### src/rtl/rccc_pkg.sv
// Package with the shared types and constants of the resource credit cost curve.
package rccc_pkg;

   localparam int unsigned NumWidth  = 128;
   localparam int unsigned DenWidth  = 65;
   localparam int unsigned DivCells  = NumWidth;

   localparam logic [1:0] ERR_OK    = 2'd0;
   localparam logic [1:0] ERR_REGEN = 2'd1;
   localparam logic [1:0] ERR_DIV   = 2'd2;

   localparam logic [1:0] CSR_COEFF  = 2'd0;
   localparam logic [1:0] CSR_OFFSET = 2'd1;
   localparam logic [1:0] CSR_SHIFT  = 2'd2;

   typedef struct packed {
      logic                neg;
      logic                zero;
      logic [1:0]          err;
      logic [DenWidth-1:0] den;
   } side_type;

   typedef struct packed {
      side_type            side;
      logic [DenWidth-1:0] rem;
      logic [NumWidth-1:0] nq;
   } cell_type;

endpackage

### src/rtl/rccc_div_cell.sv
// One restoring division step of the divider chain, registered.
module rccc_div_cell
   import rccc_pkg::*;
(
   input  logic     clock,
   input  logic     reset,
   input  logic     in_valid,
   input  cell_type in_data,
   output logic     out_valid,
   output cell_type out_data
);

   logic             valid_ff;
   cell_type         data_ff;
   cell_type         data_in;
   logic [DenWidth:0] trial;
   logic [DenWidth:0] diff;
   logic             fits;

   always_comb begin
      trial = {in_data.rem, in_data.nq[NumWidth-1]};
      diff  = trial - {1'b0, in_data.side.den};
      fits  = trial >= {1'b0, in_data.side.den};
      data_in      = in_data;
      data_in.rem  = fits ? diff[DenWidth-1:0] : trial[DenWidth-1:0];
      data_in.nq   = {in_data.nq[NumWidth-2:0], fits};
   end

   always_ff @(posedge clock) begin
      if (reset) begin
         valid_ff <= 1'b0;
      end else begin
         valid_ff <= in_valid;
      end
      data_ff <= data_in;
   end

   assign out_valid = valid_ff;
   assign out_data  = data_ff;

endmodule

### config.mk
export PLATFORM = sky130hd
export DESIGN_NAME = rccc_div_cell
export DESIGN_NICKNAME = d
export VERILOG_FILES = /design/src/rtl/rccc_pkg.sv /design/src/rtl/rccc_div_cell.sv
export SDC_FILE = /design/constraint.sdc
export NUM_CORES = 1
export LEC_CHECK = 0
export ABC_AREA = 1
export BUFFER_PORTS_ARGS = -buffer_cell sky130_fd_sc_hd__buf_2
export CAP_MARGIN = 15
export CORE_AREA = 2 2 207 209
export DETAILED_ROUTE_END_ITERATION = 10
export DIE_AREA = 0 0 209 211
export MAX_ROUTING_LAYER = met4
export PLACE_DENSITY = 0.65
export SYNTH_ARGS = -nofsm -noshare
export SYNTH_HDL_FRONTEND = slang
export SYNTH_SLANG_ARGS = --single-unit
### constraint.sdc
create_clock -name clock -period 2.05 [get_ports clock]
set_input_delay 0.205 -clock clock [delete_from_list [all_inputs] [get_ports clock]]
set_output_delay 0.205 -clock clock [all_outputs]
set_load 0.01 [all_outputs]
==> out/metrics.cfg, run 1 <==
[timing]
timing.slew.headroom = 0.7436
rsz0062_at_grt = no
setup_ws_ns = 0.1875
setup_violations = 0
hold-worst-slack_ns = 0.02851
finalCritPeriodShare = 0.9085
slew_violations = 0
fin_crit_ns = 1.862
clock.fmax_mhz = 536.9
worst_pin_slew_ns = 0.3836
hold_violations = 0

[route]
vias = 15540
wire_per_inst_um = 18.84
drt-initial-drc-count = 810
finalWirelength_um = 67140
drc = 0
antenna_left = 0
via_per_inst = 4.361
dr.pass1.iters = 5

[setup_path]
critical_path.max_fanout = 14
cp_data_arrival_time_ns = 2.39
end_kind = register
crit_required_ns = 2.58
cp-startpoint = in_data[234]
endpoint = out_data[175]
start_kind = input pin
worstSetupPathType = input pin to register

[clocking]
postCtsSetupRepairBufs = 0
cts_buffers = 30
cts_tree = done
htree_levels = 1
clk_path_buf_depth = 3
clkSinkCount = 263
cts.clk_slew.worst_paths_ns = 0.06
root_buffer = clkbuf_16

[synth]
synth_area_mm2 = 0.01276
yosysWarningCount = 0
synth_enable_flop_cells = 0
synth_fp_nets = 2207
synth-async-reset-ratio = 0
yosysTopAreaCell = dfxtp_1
synth_area_per_cell_um2 = 6.804
synth_top_area_share = 0.4125
synthCells = 1876
ys_seq_area_frac = 0.4125
ys_types = 32
ys.flop_type = dfxtp_1
ys_seq_elements = 263
synthTopCellsByArea = dfxtp_1 (41%), nand2_1 (20%), inv_1 (12%), ha_1 (6.4%), nand3_1 (5.8%)

[layout]
area_delta_synth_final_pct = 72.96
most-common-layout-cells = nand2_1 (675), buf_2 (527), inv_1 (396), buf_4 (316), dfxtp_1 (263)
final_common_cell = nand2_1
final_cells = 3564
drive_gt1_frac = 0.3259
final_nets = 3330

[job]
maxCapViolCount = 0

[grt]
grt_pass1_wl_um = 97840
grt_pass1_vias = 16290
antenna_found_initial = 9
grt_start_max_net_pins = 36
grt_overflow = 0
grtUsageTotal = 0.3054

[placement]
preCtsSetupSlack_ns = -0.6539
dp_hpwl_um = 54480
place_congestion = 0.9898
place_inst = 3245
io_buffers = 527

[floorplan]
core_area_mm2 = 0.04176
ioPinCount = 528
die_y_um = 211
rows = 75
start_util = 0.3056
dieArea_mm2 = 0.04410
die_w_um = 209

[power_and_ir_drop]
worst_ir_drop_vdd_uv = 677.3
p_per_area_mw_per_mm2 = 723.6
p_leak_nw = 12.69

[outcome]
status = finished clean

[hold_path]
hp-class = input pin to register

==> worst min path at each step <==
stage / start / endpoint / slack [ns] / cells after the start
global placement: in_data[17] / out_data[18] / 0.31 / 1
CTS: in_data[146] / out_data[147] / 0.01 / 4
floorplan: in_data[99] / out_data[100] / 0.23 / 0
global route: in_data[146] / out_data[147] / 0.01 / 4
detailed placement: in_data[119] / out_data[120] / 0.31 / 1
finish: in_data[143] / out_data[144] / 0.03 / 4
==> per-stage QoR <==
| stage | total power [mW] | instance area (um^2) | setup TNS [ns] | util |
|---|---|---|---|---|
| after detailed placement | 9.994 | 18390 | -26.46 | 0.4404 |
| after global placement | 9.979 | 18390 | -23.71 | 0.4404 |
| after floorplan | 7.727 | 12760 | 0 | - |
| after CTS | 16.02 | 22060 | 0 | 0.5282 |
| final | 15.97 | 22080 | 0 | 0.5287 |
| after global routing | 16.68 | 22080 | 0 | 0.5287 |
==> power breakdown <==
group | internal [mW] | switching, mW
logic | 2.08 | 2.45
clock network | 3.31 | 2.34
registers | 5.58 | 0.209
==> registers in the layout (all words and copies together) (netlist names) <==
name	flops
out_data	262
out_valid	1
==> final cells by class <==
type	count	area, um^2
Multi-Input combinational cell	1184	5782
Tap cell	539	674.4
Clock buffer	43	899.6
Sequential cell	263	5265
Antenna cell	3	7.507
Clock inverter	12	151.4
Inverter	408	1531
Fill cell	4074	19680
Timing Repair Buffer	1112	7765
==> per-layer routing <==
layer | routed length [um] | vias up | GRT usage | part of all wire
met1 | 26720 | 7114 | 0.3332 | 0.40
li1 | - | 7846 | - | -
met3 | 3303 | 118 | 0.04624 | 0.049
met4 | 2757 | 0 | 0.1133 | 0.041
met2 | 34370 | 465 | 0.5606 | 0.51
met5 | 0 | - | - | 0
==> Yosys cell counts (2+ instances only) <==
cell	n
nand2_2	42
a21oi_1	48
nand3_1	148
inv_1	396
buf_4	8
nand4_1	9
o21ai_0	5
inv_2	11
and3_1	3
buf_12	4
buf_2	7
and2_1	2
nand3b_1	14
nor3_1	12
nor4_1	4
xor2_1	30
nor2_1	96
ha_1	65
buf_6	2
nor2_4	5
nor2_2	17
nand3_2	2
dfxtp_1	263
nand2_1	675
==> worst max-delay path, stage by stage <==
cell and delay [ns]:
buf_2 0.09, inv_1 0.04, ha_1 0.34, nand2_1 0.13, buf_4 0.15, nor2_1 0.21, nand2_1 0.10, nand2_1 0.11
nand2_1 0.09, a21oi_1 0.14, buf_4 0.14, nor2_4 0.06, nand2_4 0.13, buf_12 0.17, nand3_1 0.19, nand2_1 0.10
==> cells by family (layout without fill, tap and decap cells) <==
family,count (synthesis),after routing,synth area share
AO/OA/AOI/OAI,56,56,0.02255
XOR/XNOR,30,30,0.02059
adder cells (fa/ha/maj),66,66,0.06529
buffers and inverters,429,1575,0.1355
flip-flops,263,263,0.4125
other,0,3,0
AND/OR/NAND/NOR,1032,1032,0.3436
==> timing repair <==
item,in CTS,in global routing
gates resized for setup,1,3
hold endpoints to repair,260,0
endpoints found under the setup margin,1,30
hold buffers,261,0
(Power assumes the default switching activity.)
==> run 2, diff against run 1 <==
--- a/config.mk
+++ b/config.mk
@@ -8,11 +8,12 @@
 export ABC_AREA = 1
 export BUFFER_PORTS_ARGS = -buffer_cell sky130_fd_sc_hd__buf_2
 export CAP_MARGIN = 15
-export CORE_AREA = 2 2 207 209
+export CELL_PAD_IN_SITES_DETAIL_PLACEMENT = 1
+export CELL_PAD_IN_SITES_GLOBAL_PLACEMENT = 1
+export CORE_UTILIZATION = 30
 export DETAILED_ROUTE_END_ITERATION = 10
-export DIE_AREA = 0 0 209 211
 export MAX_ROUTING_LAYER = met4
-export PLACE_DENSITY = 0.65
+export PLACE_DENSITY = 0.85
 export SYNTH_ARGS = -nofsm -noshare
 export SYNTH_HDL_FRONTEND = slang
 export SYNTH_SLANG_ARGS = --single-unit
==> run 2 against run 1 <==
Critical endpoint is now out_data[173]. Critical path depth is 2 lower. Worst setup slack got worse by 0.16 ns. Total power is 2.5% higher. Global-route usage increased by 7.2 points. Die area is 1.6% lower. Sequential share of layout area increased by 0.092 points. Utilization decreased by 0.44 points. Design area fell by 0.39%. Non-clock buffer count shrank 8. Maximum frequency fell by 7.7%.
==> out/metrics.cfg, run 2 (synthesis gave the netlist of run 1 again) <==
[timing]
hold_violations = 0
timing.slew.headroom = 0.7231
setup_ws_ns = 0.03149
worst_pin_slew_ns = 0.4153
finalCritPeriodShare = 0.9846
fin_crit_ns = 2.019
clock.fmax_mhz = 495.4
slew_violations = 0
setup_violations = 0

[grt]
grtUsageTotal = 0.3773
grt_pass1_wl_um = 118300
grt_start_max_net_pins = 65
grt_overflow = 0
grt_pass1_vias = 18760
antenna_found_initial = 11

[setup_path]
worstSetupPathType = input pin to register
critical_path.max_fanout = 31
crit_required_ns = 2.59
cp_data_arrival_time_ns = 2.56
end_kind = register
start_kind = input pin

[route]
drc = 0
vias = 16810
wire_per_inst_um = 23.14
drt-initial-drc-count = 829
finalWirelength_um = 82320
dr.pass1.iters = 5
via_per_inst = 4.724
antenna_left = 0

[power_and_ir_drop]
p_leak_nw = 12.64
worst_ir_drop_vdd_uv = 662.4
p_per_area_mw_per_mm2 = 744.7

[floorplan]
start_util = 0.3043
die_w_um = 208.3
die_y_um = 208.3
core_area_mm2 = 0.04195
rows = 75
dieArea_mm2 = 0.04337
ioPinCount = 528

[layout]
drive_gt1_frac = 0.3244
final_nets = 3321
fin_util = 0.5243
largest_register_ffs = 262
most-common-layout-cells = nand2_1 (675), buf_2 (527), inv_1 (396), buf_4 (310), dfxtp_1 (263)
final_common_cell = nand2_1
area_delta_synth_final_pct = 72.30

[placement]
dp_hpwl_um = 57670
place_congestion = 0.9464
preCtsSetupSlack_ns = -0.4757
io_buffers = 527

[clocking]
cts_tree = done
clkSinkCount = 263
clk_path_buf_depth = 3
root_buffer = clkbuf_16
htree_levels = 1
cts.clk_slew.worst_paths_ns = 0.06
cts_buffers = 29

[job]
maxCapViolCount = 0

[hold_path]
hold-path-endpoint = out_data[150]
whs_path_depth = 3
hp-start = in_data[149]
hp-class = input pin to register

[outcome]
status = finished clean

==> run 2: cell count changes in the layout (fill, tap and decap cells not counted), moves of 2 or more <==
cell           delta
nor2_1            -2
buf_4             -6
diode_2           +7
dlygate4sd3_1     -3
clkbuf_8          -3
==> run 2: worst max-delay path, cell delays in order <==
cell     delay, ns
buf_2         0.09
inv_1         0.05
ha_1          0.39
nand2_2       0.12
nor2_1        0.24
nand2_1       0.14
inv_2         0.07
nand2_1       0.07
nor3_1        0.30
nand2_2       0.15
nand2_4       0.12
buf_12        0.22
nand3_1       0.20
nand2_1       0.11
==> run 2: routing by layer <==
metal | global-route usage | vias up | part of all wire
met3 | 0.07532 | 319 | 0.058
met1 | 0.3721 | 7971 | 0.36
met2 | 0.6719 | 695 | 0.50
li1 | - | 7822 | -
met5 | - | - | 0
met4 | 0.2503 | 0 | 0.080
==> run 2: how the worst max path moves through the flow <==
stage,startpoint,end,slack (ns),cells past startpoint
finish,in_data[244],out_data[173],0.03,14
global route,in_data[218],out_data[141],-0.03,17
CTS,in_data[203],out_data[162],0.14,16
detailed placement,in_data[213],out_data[171],-0.48,17
global placement,in_data[203],out_data[162],-0.45,16
floorplan,in_data[127],out_data[132],0.14,16
==> run 2: power by group <==
part           total (mW)  internal (mW)  switching, mW  leakage (nW)
sequential           5.82           5.58          0.239          2.22
clock                5.67           3.22           2.45         0.484
combinational        4.88           2.08           2.80          9.94
total                16.4           10.9           5.49          12.6
==> run 2: stage by stage <==
| step | setup TNS (ns) | total power, mW | area, um^2 | cells | hold slack (ns) |
|---|---|---|---|---|---|
| 6_report | 0 | 16.38 | 21990 | 3558 | 0.001087 |
| 5_1_grt | -0.04025 | 16.92 | 21990 | 3558 | 0.008828 |
| 4_1_cts | 0 | 15.98 | 21930 | 3547 | 0.0001496 |
| 3_5_place_dp | -26.74 | 10.08 | 18360 | 3239 | 0.3091 |
| 3_3_place_gp | -21.75 | 9.964 | 18360 | 3239 | 0.3078 |
| 2_1_floorplan | 0 | 7.727 | 12760 | 1876 | 0.2327 |
==> run 2: cell type report <==
| type | instances | area [um^2] |
|---|---|---|
| diodes | 10 | 25.02 |
| multi-input cells | 1184 | 5789 |
| clock buffers | 39 | 833.3 |
| well taps | 539 | 674.4 |
| inverters | 408 | 1531 |
| flip-flops and latches | 263 | 5265 |
| clock inverters | 11 | 153.9 |
| repair buffers | 1104 | 7719 |
| fillers | 5359 | 19960 |
==> run 2: repair_timing <==
action                                  CTS  global route
gates resized for setup                   0             8
endpoints found under the hold margin   257             0
hold buffers                            258             0
buffers inserted                          0             0
endpoints found under the setup margin    0            36
==> run 3, diff against run 2 <==
--- a/config.mk
+++ b/config.mk
@@ -10,6 +10,7 @@
 export CAP_MARGIN = 15
 export CELL_PAD_IN_SITES_DETAIL_PLACEMENT = 1
 export CELL_PAD_IN_SITES_GLOBAL_PLACEMENT = 1
+export CORE_ASPECT_RATIO = 0.8
 export CORE_UTILIZATION = 30
 export DETAILED_ROUTE_END_ITERATION = 10
 export MAX_ROUTING_LAYER = met4
==> run 3 against run 2 <==
Total power is 2.0% lower. Critical path depth is 2 higher. Worst setup slack better by 0.017 ns. Sequential cell count stayed put. Combinational power is 0.8% higher.
==> out/metrics.cfg, run 3 (synthesis gave the netlist of run 1 again) <==
[power_and_ir_drop]
p_per_area_mw_per_mm2 = 732.9
worst_ir_drop_vdd_uv = 607.8
p_leak_nw = 12.53

[setup_path]
end_kind = register
cp_num_buf_inv = 3
cp_data_arrival_time_ns = 2.49
start_kind = input pin
critical_path.max_fanout = 5
worstSetupPathType = input pin to register
cp_slowest_cell = a21oi_1
cpMostUsedCell = nand2_1
crit_chain = buf_2, inv_1, ha_1, nand2_1, nand2_1, buf_4, nand2_1, nand2_1, nand2_1, nand2_1, nand2_1, nand2_1, a21oi_1, nand3_1, nand3_1, nand2_1
path_delay_family = simple AND/OR/NAND/NOR gates
cp_slowest_stage_delay_ns = 0.48
cp-startpoint = in_data[226]
crit_required_ns = 2.53

[placement]
preCtsSetupSlack_ns = -0.6494
io_buffers = 527
place_area_mm2 = 0.01825
place_congestion = 0.9649
dp_hpwl_um = 56100

[timing]
setup_ws_ns = 0.04874
clock.fmax_mhz = 499.7
timing.slew.headroom = 0.6486
hold_violations = 0
rsz0062_at_grt = yes
worst_pin_slew_ns = 0.5271
fin_crit_ns = 2.001
finalCritPeriodShare = 0.9762
setup_violations = 0
slew_violations = 0

[floorplan]
rows = 67
die_w_um = 232.6
dieArea_mm2 = 0.04338
die_y_um = 186.5
ioPinCount = 528
start_util = 0.3045
core_area_mm2 = 0.04192

[route]
dr.pass1.iters = 5
antenna_left = 0
finalWirelength_um = 80710
vias = 16840
drt-initial-drc-count = 1031
drc = 0
wire_per_inst_um = 22.70
via_per_inst = 4.735

[grt]
grt_overflow = 0
grt_pass1_vias = 18220
grtUsageTotal = 0.3724
grt_pass1_wl_um = 116300
antenna_found_initial = 6
grt_start_max_net_pins = 65

[layout]
most-common-layout-cells = nand2_1 (669), buf_2 (527), inv_1 (396), buf_4 (301), dfxtp_1 (263)
area_delta_synth_final_pct = 71.53
final_nets = 3310
final_area_mm2 = 0.02189
seqCellArea_mm2 = 0.005265
fillers = 5452
multiInputGateArea_mm2 = 0.005869
largest_register_ffs = 262
final_common_cell = nand2_1
drive_gt1_frac = 0.3270

[clocking]
htree_levels = 1
clkSinkCount = 263
postCtsSetupRepairBufs = 0
root_buffer = clkbuf_16
cts_tree = done
clk_path_buf_depth = 3
cts.clk_slew.worst_paths_ns = 0.08
cts_buffers = 27

[hold_path]
hp-start = in_data[183]
hold-path-endpoint = out_data[184]
whs_path_depth = 4
hp-class = input pin to register

[outcome]
status = finished clean

[job]
maxCapViolCount = 0

[run 3: what timing repair did]
| action | in CTS | in global routing |
|---|---|---|
| setup endpoints to repair | 5 | 56 |
| gates resized for setup | 1 | 32 |
| endpoints found under the hold margin | 260 | 0 |
| hold buffers | 261 | 0 |
| cloned | 0 | 1 |
[run 3: worst max-delay path by stage]
stage                                to  slack [ns]  cells past startpoint
final                     out_data[192]        0.05                     16
after global routing      out_data[157]      -0.005                     16
after CTS                 out_data[173]        0.09                     16
after detailed placement  out_data[173]       -0.65                     15
after global placement    out_data[173]       -0.59                     15
after floorplan           out_data[132]        0.14                     16
[run 3: final cells by class]
cell class / instances / share of cell area
antenna: 7 / 0.0008001
clock buffer: 36 / 0.03378
clock inverter: 11 / 0.007087
inverter: 408 / 0.06995
multi-input combinational: 1184 / 0.2681
sequential: 263 / 0.2405
tap: 552 / 0.03155
timing repair buffer: 1095 / 0.3483
[run 3: stage by stage]
step                      power [mW]  hold slack (ns)    util   TNS [ns]  std cells
after detailed placement       10.02           0.3091  0.4353     -36.85       3240
after CTS                      15.59        0.0001824  0.5190          0       3548
after global routing           16.60          0.04617  0.5223  -0.005382       3556
final                          16.05          0.02472  0.5223          0       3556
after floorplan                7.727           0.2327       -          0       1876
after global placement         9.897           0.3074  0.4353     -33.15       3240
[run 3: metal layers]
| layer | vias up | share of wire | track usage |
|---|---|---|---|
| met5 | - | 0 | - |
| met4 | 0 | 0.040 | 0.1345 |
| met3 | 168 | 0.065 | 0.05944 |
| met2 | 655 | 0.47 | 0.6169 |
| met1 | 8216 | 0.42 | 0.4539 |
| li1 | 7800 | - | - |
[run 3: report_power, final]
part | switching [mW] | total (mW) | internal [mW]
logic | 2.84 | 4.92 | 2.08
registers | 0.218 | 5.80 | 5.58
clock network | 2.41 | 5.33 | 2.93
